**config.mk**
```make
export PLATFORM = sky130hd
export DESIGN_NAME = lrp_ctrl
export DESIGN_NICKNAME = d
export VERILOG_FILES = /design/src/design/lrp_pkg.sv /design/src/design/lrp_ctrl.sv
export SDC_FILE = /design/constraint.sdc
export NUM_CORES = 1
export LEC_CHECK = 0
export ABC_AREA = 1
export ABC_CLOCK_PERIOD_IN_PS = 1550
export BUFFER_PORTS_ARGS = -buffer_cell sky130_fd_sc_hd__buf_2
export CAP_MARGIN = 30
export CORE_UTILIZATION = 38
export CTS_CLUSTER_SIZE = 20
export DETAILED_ROUTE_END_ITERATION = 10
export MAX_ROUTING_LAYER = met4
export PLACE_DENSITY = 0.76
export REMOVE_ABC_BUFFERS = 1
export SLEW_MARGIN = 10
export SYNTH_ARGS = -nofsm -noshare
export SYNTH_HDL_FRONTEND = slang
export SYNTH_SLANG_ARGS = --single-unit
export TNS_END_PERCENT = 30
```
**constraint.sdc**
```tcl
create_clock -name clk -period 1.55 [get_ports clk]
set_input_delay 0.155 -clock clk [delete_from_list [all_inputs] [get_ports clk]]
set_output_delay 0.155 -clock clk [all_outputs]
set_load 0.05 [all_outputs]
```
**src/design/lrp_pkg.sv**
```systemverilog
// ----------------------------------------------------------------------------
// lrp_pkg - shared types and constants of the LR parser driver
// Field widths, table geometry, opcode and status codes, and the command and
// status bundles between the controller and the datapath.
// ----------------------------------------------------------------------------
`default_nettype none
package lrp_pkg;

	localparam int STATE_W      = 8;
	localparam int SYM_W        = 6;
	localparam int PROD_W       = 7;
	localparam int POS_W        = 3;
	localparam int LEN_W        = 4;
	localparam int MAX_RHS      = 8;
	localparam int STACK_DEPTH  = 64;
	localparam int SP_W         = 6;
	localparam int NUM_SYMBOLS  = 64;
	localparam int REDUCE_LIMIT = STACK_DEPTH * NUM_SYMBOLS;
	localparam int RED_W        = 13;
	localparam int ACT_AW       = STATE_W + SYM_W;
	localparam int RHS_AW       = PROD_W + POS_W;
	localparam int CNT_W        = 16;

	typedef enum logic [2:0] {
		OP_WR_ACTION = 3'd0,
		OP_WR_HEADER = 3'd1,
		OP_WR_RHS    = 3'd2,
		OP_START     = 3'd3,
		OP_TOKEN     = 3'd4,
		OP_END       = 3'd5
	} lrp_op_t;

	typedef enum logic [1:0] {
		KIND_ERROR  = 2'd0,
		KIND_SHIFT  = 2'd1,
		KIND_REDUCE = 2'd2,
		KIND_ACCEPT = 2'd3
	} lrp_kind_t;

	typedef enum logic [2:0] {
		ST_SHIFTED    = 3'd0,
		ST_ACCEPTED   = 3'd1,
		ST_UNEXPECTED = 3'd2,
		ST_MISMATCH   = 3'd3,
		ST_BADTABLE   = 3'd4,
		ST_INCOMPLETE = 3'd5,
		ST_OVERFLOW   = 3'd6
	} lrp_status_t;

	// action table read address source
	typedef enum logic [1:0] {
		ARD_NONE  = 2'd0,
		ARD_LOOK  = 2'd1,
		ARD_GOTO  = 2'd2,
		ARD_AFTER = 2'd3
	} lrp_ard_t;

	typedef struct packed {
		logic        wr_action;
		logic        wr_header;
		logic        wr_rhs;
		logic        init;
		logic        load_item;
		lrp_ard_t    act_rd;
		logic        prod_rd;
		logic        load_j;
		logic        rhs_rd;
		logic        j_dec;
		logic        pop;
		logic        st_rd;
		logic        tos_load;
		logic        push_shift;
		logic        push_goto;
		logic        emit;
		lrp_status_t emit_status;
	} lrp_cmd_t;

	typedef struct packed {
		logic [1:0] kind;
		logic       num_big;
		logic       sp_zero;
		logic       sp_full;
		logic       red_limit;
		logic       j_zero;
		logic       rhs_zero;
		logic       sym_match;
		logic       goto_zero;
		logic       done;
		logic       is_end;
		logic       out_busy;
	} lrp_stat_t;

endpackage
`default_nettype wire

```
**src/design/lrp_ctrl.sv**
```systemverilog
// ----------------------------------------------------------------------------
// lrp_ctrl - parser sequencer
// Takes input transactions and walks the shift/reduce/goto sequence.
// ----------------------------------------------------------------------------
`default_nettype none
module lrp_ctrl (
	input  wire logic               clk,
	input  wire logic               arst_n,
	input  wire logic               in_valid,
	input  wire logic [2:0]         in_opcode,
	output logic                    in_ready,
	input  wire lrp_pkg::lrp_stat_t stat,
	output lrp_pkg::lrp_cmd_t       cmd
);

	typedef enum logic [2:0] {
		S_IDLE, S_ACT, S_PROD, S_RHS_RD, S_RHS_CHK, S_GOTO_ST, S_GOTO_CHK
	} state_t;

	state_t state_q, state_d;
	logic   acc;

	assign in_ready = (state_q == S_IDLE);
	assign acc      = in_valid & in_ready;

	always_comb begin
		cmd         = '0;
		cmd.act_rd  = lrp_pkg::ARD_NONE;
		cmd.emit_status = lrp_pkg::ST_SHIFTED;
		state_d     = state_q;
		case (state_q)
			S_IDLE: begin
				if (acc) begin
					case (in_opcode)
						lrp_pkg::OP_WR_ACTION: cmd.wr_action = 1'b1;
						lrp_pkg::OP_WR_HEADER: cmd.wr_header = 1'b1;
						lrp_pkg::OP_WR_RHS:    cmd.wr_rhs    = 1'b1;
						lrp_pkg::OP_START:     cmd.init      = 1'b1;
						lrp_pkg::OP_TOKEN, lrp_pkg::OP_END: begin
							if (!stat.done) begin
								cmd.load_item = 1'b1;
								cmd.act_rd    = lrp_pkg::ARD_LOOK;
								state_d       = S_ACT;
							end
						end
						default: ;
					endcase
				end
			end
			S_ACT: begin
				if (!stat.out_busy) begin
					state_d  = S_IDLE;
					cmd.emit = 1'b1;
					case (stat.kind)
						lrp_pkg::KIND_ERROR:  cmd.emit_status = lrp_pkg::ST_UNEXPECTED;
						lrp_pkg::KIND_ACCEPT: cmd.emit_status = lrp_pkg::ST_ACCEPTED;
						lrp_pkg::KIND_SHIFT: begin
							if (stat.sp_full) begin
								cmd.emit_status = lrp_pkg::ST_OVERFLOW;
							end else begin
								cmd.push_shift  = 1'b1;
								cmd.emit_status = stat.is_end ? lrp_pkg::ST_INCOMPLETE :
									lrp_pkg::ST_SHIFTED;
							end
						end
						default: begin
							if (stat.red_limit || stat.num_big) begin
								cmd.emit_status = lrp_pkg::ST_BADTABLE;
							end else begin
								cmd.emit    = 1'b0;
								cmd.prod_rd = 1'b1;
								state_d     = S_PROD;
							end
						end
					endcase
				end
			end
			S_PROD: begin
				cmd.load_j = 1'b1;
				state_d    = S_RHS_RD;
			end
			S_RHS_RD: begin
				if (stat.j_zero) begin
					cmd.st_rd = 1'b1;
					state_d   = S_GOTO_ST;
				end else begin
					cmd.rhs_rd = 1'b1;
					state_d    = S_RHS_CHK;
				end
			end
			S_RHS_CHK: begin
				if (stat.rhs_zero) begin
					cmd.j_dec = 1'b1;
					state_d   = S_RHS_RD;
				end else if (stat.sp_zero || !stat.sym_match) begin
					if (!stat.out_busy) begin
						cmd.emit        = 1'b1;
						cmd.emit_status = lrp_pkg::ST_MISMATCH;
						state_d         = S_IDLE;
					end
				end else begin
					cmd.j_dec = 1'b1;
					cmd.pop   = 1'b1;
					state_d   = S_RHS_RD;
				end
			end
			S_GOTO_ST: begin
				cmd.tos_load = 1'b1;
				cmd.act_rd   = lrp_pkg::ARD_GOTO;
				state_d      = S_GOTO_CHK;
			end
			S_GOTO_CHK: begin
				if (stat.goto_zero || stat.sp_full) begin
					if (!stat.out_busy) begin
						cmd.emit        = 1'b1;
						cmd.emit_status = stat.goto_zero ? lrp_pkg::ST_BADTABLE :
							lrp_pkg::ST_OVERFLOW;
						state_d         = S_IDLE;
					end
				end else begin
					cmd.push_goto = 1'b1;
					cmd.act_rd    = lrp_pkg::ARD_AFTER;
					state_d       = S_ACT;
				end
			end
			default: state_d = S_IDLE;
		endcase
	end

	always_ff @(posedge clk or negedge arst_n) begin
		if (!arst_n) begin
			state_q <= S_IDLE;
		end else begin
			state_q <= state_d;
		end
	end

	a_emit_ends: assert property (@(posedge clk) disable iff (!arst_n)
		cmd.emit |=> state_q == S_IDLE)
		else $error("result emitted without returning to idle");
	a_done_blocks: assert property (@(posedge clk) disable iff (!arst_n)
		(acc && stat.done) |-> !cmd.load_item)
		else $error("item started after finished parse");
	a_goto_follows: assert property (@(posedge clk) disable iff (!arst_n)
		cmd.tos_load |=> state_q == S_GOTO_CHK)
		else $error("goto lookup out of sequence");

endmodule
`default_nettype wire

```
Word level (Yosys, flattened, before mapping)

Cells that the tools add are included.

Memories kept: 0
Latch bits: 0
ROM bits: 0
RAM bits: 0
Logic and storage cells: 85
Output and inout bits: 21
Bits of input ports: 19
Flip-flop bits (word level): 3

Eq/ne operators: 17
Bitwise operators: 1
Multiply operators: 0
$add $sub $neg: 0
Magnitude comparators: 0
Divide/modulo/power cells: 0
Shifts and indexed selects: 0
Reduce and logical (&&, ||, !) cells: 10
Muxes and demuxes: 56

Operators by type and width:

| cell                 | count |
|---|---|
| $mux W3              | 13 |
| $mux W1              | 25 |
| $mux W4              | 6 |
| $pmux W3 S7          | 1 |
| $eq A3 B3 Y1 const B | 5 |
| $eq A3 B2 Y1 const B | 4 |
| $mux W2              | 6 |
| $pmux W4 S3          | 1 |
| $pmux W3 S3          | 1 |
| $mux W7              | 1 |
| $eq A3 B1 Y1 const B | 2 |
| $logic_not A3 Y1     | 2 |
| $pmux W2 S3          | 1 |
| $mux W5              | 1 |
| $ne A2 B1 Y1 const B | 2 |
| $ne A2 B2 Y1 const B | 2 |
| $reduce_and A4 Y1    | 1 |
| $logic_or A1 B1 Y1   | 3 |
| $reduce_or A3 Y1     | 1 |
| $eq A2 B1 Y1 const B | 1 |
| $eq A2 B2 Y1 const B | 1 |
| $logic_not A2 Y1     | 1 |
| $reduce_or A2 Y1     | 1 |
| $and A1 B1 Y1        | 1 |
| $logic_not A1 Y1     | 1 |

Depth between registers and ports, before layout

Word-level depth: 5
Mapped depth: 7
Gate-level depth less buffers: 7

Worst setup path before layout

OpenSTA, ideal clock, no wires.

Kind: register -> output
Start: reg state_q[1]
End: out cmd[16] (netlist bit)
Cell stages (with the launch flop): 6
Path buffers: 0
Arrival: 2.228 ns
Setup slack: -0.833 ns
Cell sequence: dfrtp_1 > inv_1 > nand3_2 > inv_1 > nand3b_2 > nor3_1

RTL lines:

| element                  | RTL line        | text |
|---|---|---|
| start: declaration       | lrp_ctrl.sv:20  | `state_t state_q, state_d;` |
| start signal: assignment | lrp_ctrl.sv:134 | `state_q <= state_d;` |
| end: declaration         | lrp_ctrl.sv:13  | `output lrp_pkg::lrp_cmd_t cmd` |

==> results.tsv <==
stage	metric	value	unit
timing	Max Freq	0.603	GHz
timing	Slew headroom	0.843	
floorplan	Core Rows	12	
timing	RSZ-0062 raised after global routing	yes	
placed_design	pre-CTS WS	45.3	ps
setup_path	CP max FO	4	
placed_design	dpl cells	156	
setup_path	Max stage delay cell, worst path	dfrtp_2	
yosys	flops & latches, synth	3	
layout	commonest non-fill, non-tap cell in the layout	buf_2	
setup_path	worst reg2reg setup slack	150	ps
min_path	Min-Delay Path Class	input pin to async pin	
grt	number of global-route vias before repair	657	
grt	GRT Overall Usage	0.237	
yosys	Seq/Total Area, Yosys	0.149	
yosys	Post-Syn Area	505	um2
placed_design	Placed Area	733	um2
layout	most frequent cells in the layout	24 x buf_2, 22 x inv_1, 22 x nand2_1	
yosys	Gate Count Post-Synth	101	
drt	Pre-antenna DRT Iters	5	
layout	fill count	73	
drt	Antenna Violating Nets Remaining	0	
timing	Final Critical Period	1660	ps
drt	drt first-iter violations	20	
setup_path	RR Endpoint	state_q[1]$_DFFE_PN0P_	
floorplan	I/O pins	40	
grt	initial antenna violation count	0	
drt	post-DR vias/cell	5.07	
floorplan	initial core utilization	0.432	
timing	final setup fails	9	
setup_path	Critical Setup Path Class	register to primary output	
timing	final hold vios	0	
timing	final setup skew	8.43	ps
drt	wirelength, routed	2180	um
yosys	YS warnings	0	
power_and_ir_drop	peak supply drop	0.000782	V
floorplan	die height	38.5	um
clocking	clock slew at reported path FFs	40	ps
clocking	total CTS buffers	3	
grt	first-pass GRT wire length	2340	um
layout	Nets	175	
clocking	clock sink count	3	
setup_path	crit end category	primary output	
placed_design	PortBufs	39	
drt	via count	857	
flow_run	maxcap violations	0	
yosys	Distinct cells, synth	18	
power_and_ir_drop	P per Cell Area	938	mW/mm2
grt	pin count of the biggest net entering global routing	7	
layout	fraction of layout cells with a size suffix above 1	0.497	
setup_path	R2R cell count	9	
layout	largest reg by FF count	state_q	
layout	P&R area growth vs syn	102	%
clocking	Root Driver	clkbuf_4	
run_status	violated checks	setup timing	
layout	final instance area	0.00102	mm2
setup_path	Worst Path Required	1390	ps
drt	WL/cell	12.9	um
floorplan	die area	0.00148	mm2
setup_path	Worst EP arrival	1500	ps
setup_path	reg2reg start	state_q[1]$_DFFE_PN0P_	
layout	top flop regs	state_q: 3 flops	
layout	Layout Cells excl Fill	169	
timing	worst slew pin tran	234	ps
layout	final core occ	0.872	
run_status	status	finished, violations left	
power_and_ir_drop	Total Power	957	uW
clocking	H-tree depth	1	
yosys	Synth Area per Inst	5.00	um2
placed_design	placed wire-length estimate	1150	um
clocking	clk_lat worst skew	240	ps
grt	grt ovf	0	
setup_path	slowest stage delay, CP	430	ps
floorplan	Die W	38.5	um
layout	Reg area	77.6	um2
timing	max-slew violation count	0	
setup_path	startpoint types	register	
clocking	TritonCTS clock tree	built	
drt	Remaining DRCs	0	
timing	Final period util	1.07	
power_and_ir_drop	LEAKAGE	0.000634	uW
layout	Multi-input gate area	429	um2
clocking	maximum clock path buffer count	2	
layout	diodes inserted	0	
floorplan	core area	0.00117	mm2
placed_design	gpl congestion	0.867	
setup_path	CP Cell Sequence	inv_4, nand2_4, nor2_4, nand2_1, or2_1, nand3_2, buf_8	
layout	Largest register FFs	3	
timing	Final WS setup	-107	ps
-- cell families (layout without fill, tap and decap cells) --
family,count (synthesis),in the layout,synth area share
and+or+nand+nor,62,62,0.557
buffers and inverters,27,81,0.201
AOI/OAI and AO/OA,9,9,0.0940
DFF,3,3,0.149
-- worst max-delay path by stage --
stage	start	end	slack, ps	cells after the start
floorplan	state_q[1]$_DFFE_PN0P_	cmd[16]	-830	5
global placement	state_q[0]$_DFFE_PN0P_	cmd[1]	70	7
detailed placement	state_q[0]$_DFFE_PN0P_	cmd[1]	50	7
CTS	state_q[0]$_DFFE_PN0P_	cmd[1]	-60	7
global route	state_q[0]$_DFFE_PN0P_	cmd[1]	-170	6
finish	state_q[0]$_DFFE_PN0P_	cmd[1]	-110	7
-- per-stage QoR --
step | hold slack (ps) | TNS, ps
global placement | -50.9 | 0
global route | 261 | -1250
detailed placement | -49.1 | 0
floorplan | -141 | -5030
finish | 261 | -334
CTS | 242 | -283
-- final cells by class --
type | count | area share
inverter | 27 | 0.109
timing repair buffer | 50 | 0.352
tap | 14 | 0.0172
multi-input combinational | 71 | 0.420
sequential | 3 | 0.0760
clock buffer | 4 | 0.0257
-- Yosys cell counts --
master / instances / area (um2)
a21oi_1: 3 / 15.0
dfrtp_1: 3 / 75.1
inv_1: 27 / 101
nand2_1: 23 / 86.3
nand2_2: 1 / 6.26
nand3_1: 7 / 35.0
nand3_2: 1 / 10.0
nand3b_2: 1 / 11.3
nand4_1: 2 / 12.5
nor2_1: 19 / 71.3
nor2_2: 1 / 6.26
nor3_1: 4 / 20.0
nor3_2: 1 / 10.0
nor4_1: 1 / 6.26
o211ai_1: 1 / 7.51
o21ai_0: 2 / 10.0
o21ai_1: 3 / 15.0
or2_1: 1 / 6.26
-- metal layers --
metal | track usage | vias up | wire length (um) | share of wire
met2 | 0.483 | 53 | 1170 | 0.53
li1 | - | 420 | - | -
met4 | 0.103 | 0 | 106 | 0.049
met1 | 0.210 | 374 | 758 | 0.35
met5 | - | - | 0 | 0
met3 | 0.0349 | 10 | 149 | 0.068
-- power by group --
| group | total, uW | internal [uW] | leakage (uW) | switching (uW) |
|---|---|---|---|---|
| Combinational | 691 | 245 | 0.000582 | 446 |
| Clock | 142 | 96.7 | 0.0000150 | 45.2 |
| Sequential | 125 | 97.5 | 0.0000374 | 27.5 |
-- worst max-delay path, delay by kind of cell (launching register included) --
family        cells  cell delay (ps)
buf+inv           2              260
flops             1              430
simple gates      5              570
-- what timing repair did --
| action | in CTS | in global routing |
|---|---|---|
| hold buffers | 1 | 0 |
| setup endpoints to repair | 12 | 15 |
| pin swaps | 3 | 4 |
| gates resized for setup | 22 | 39 |
| buffers inserted | 4 | 4 |
| hold endpoints to repair | 3 | 0 |
Note: power is estimated with default switching activity, not from simulation.
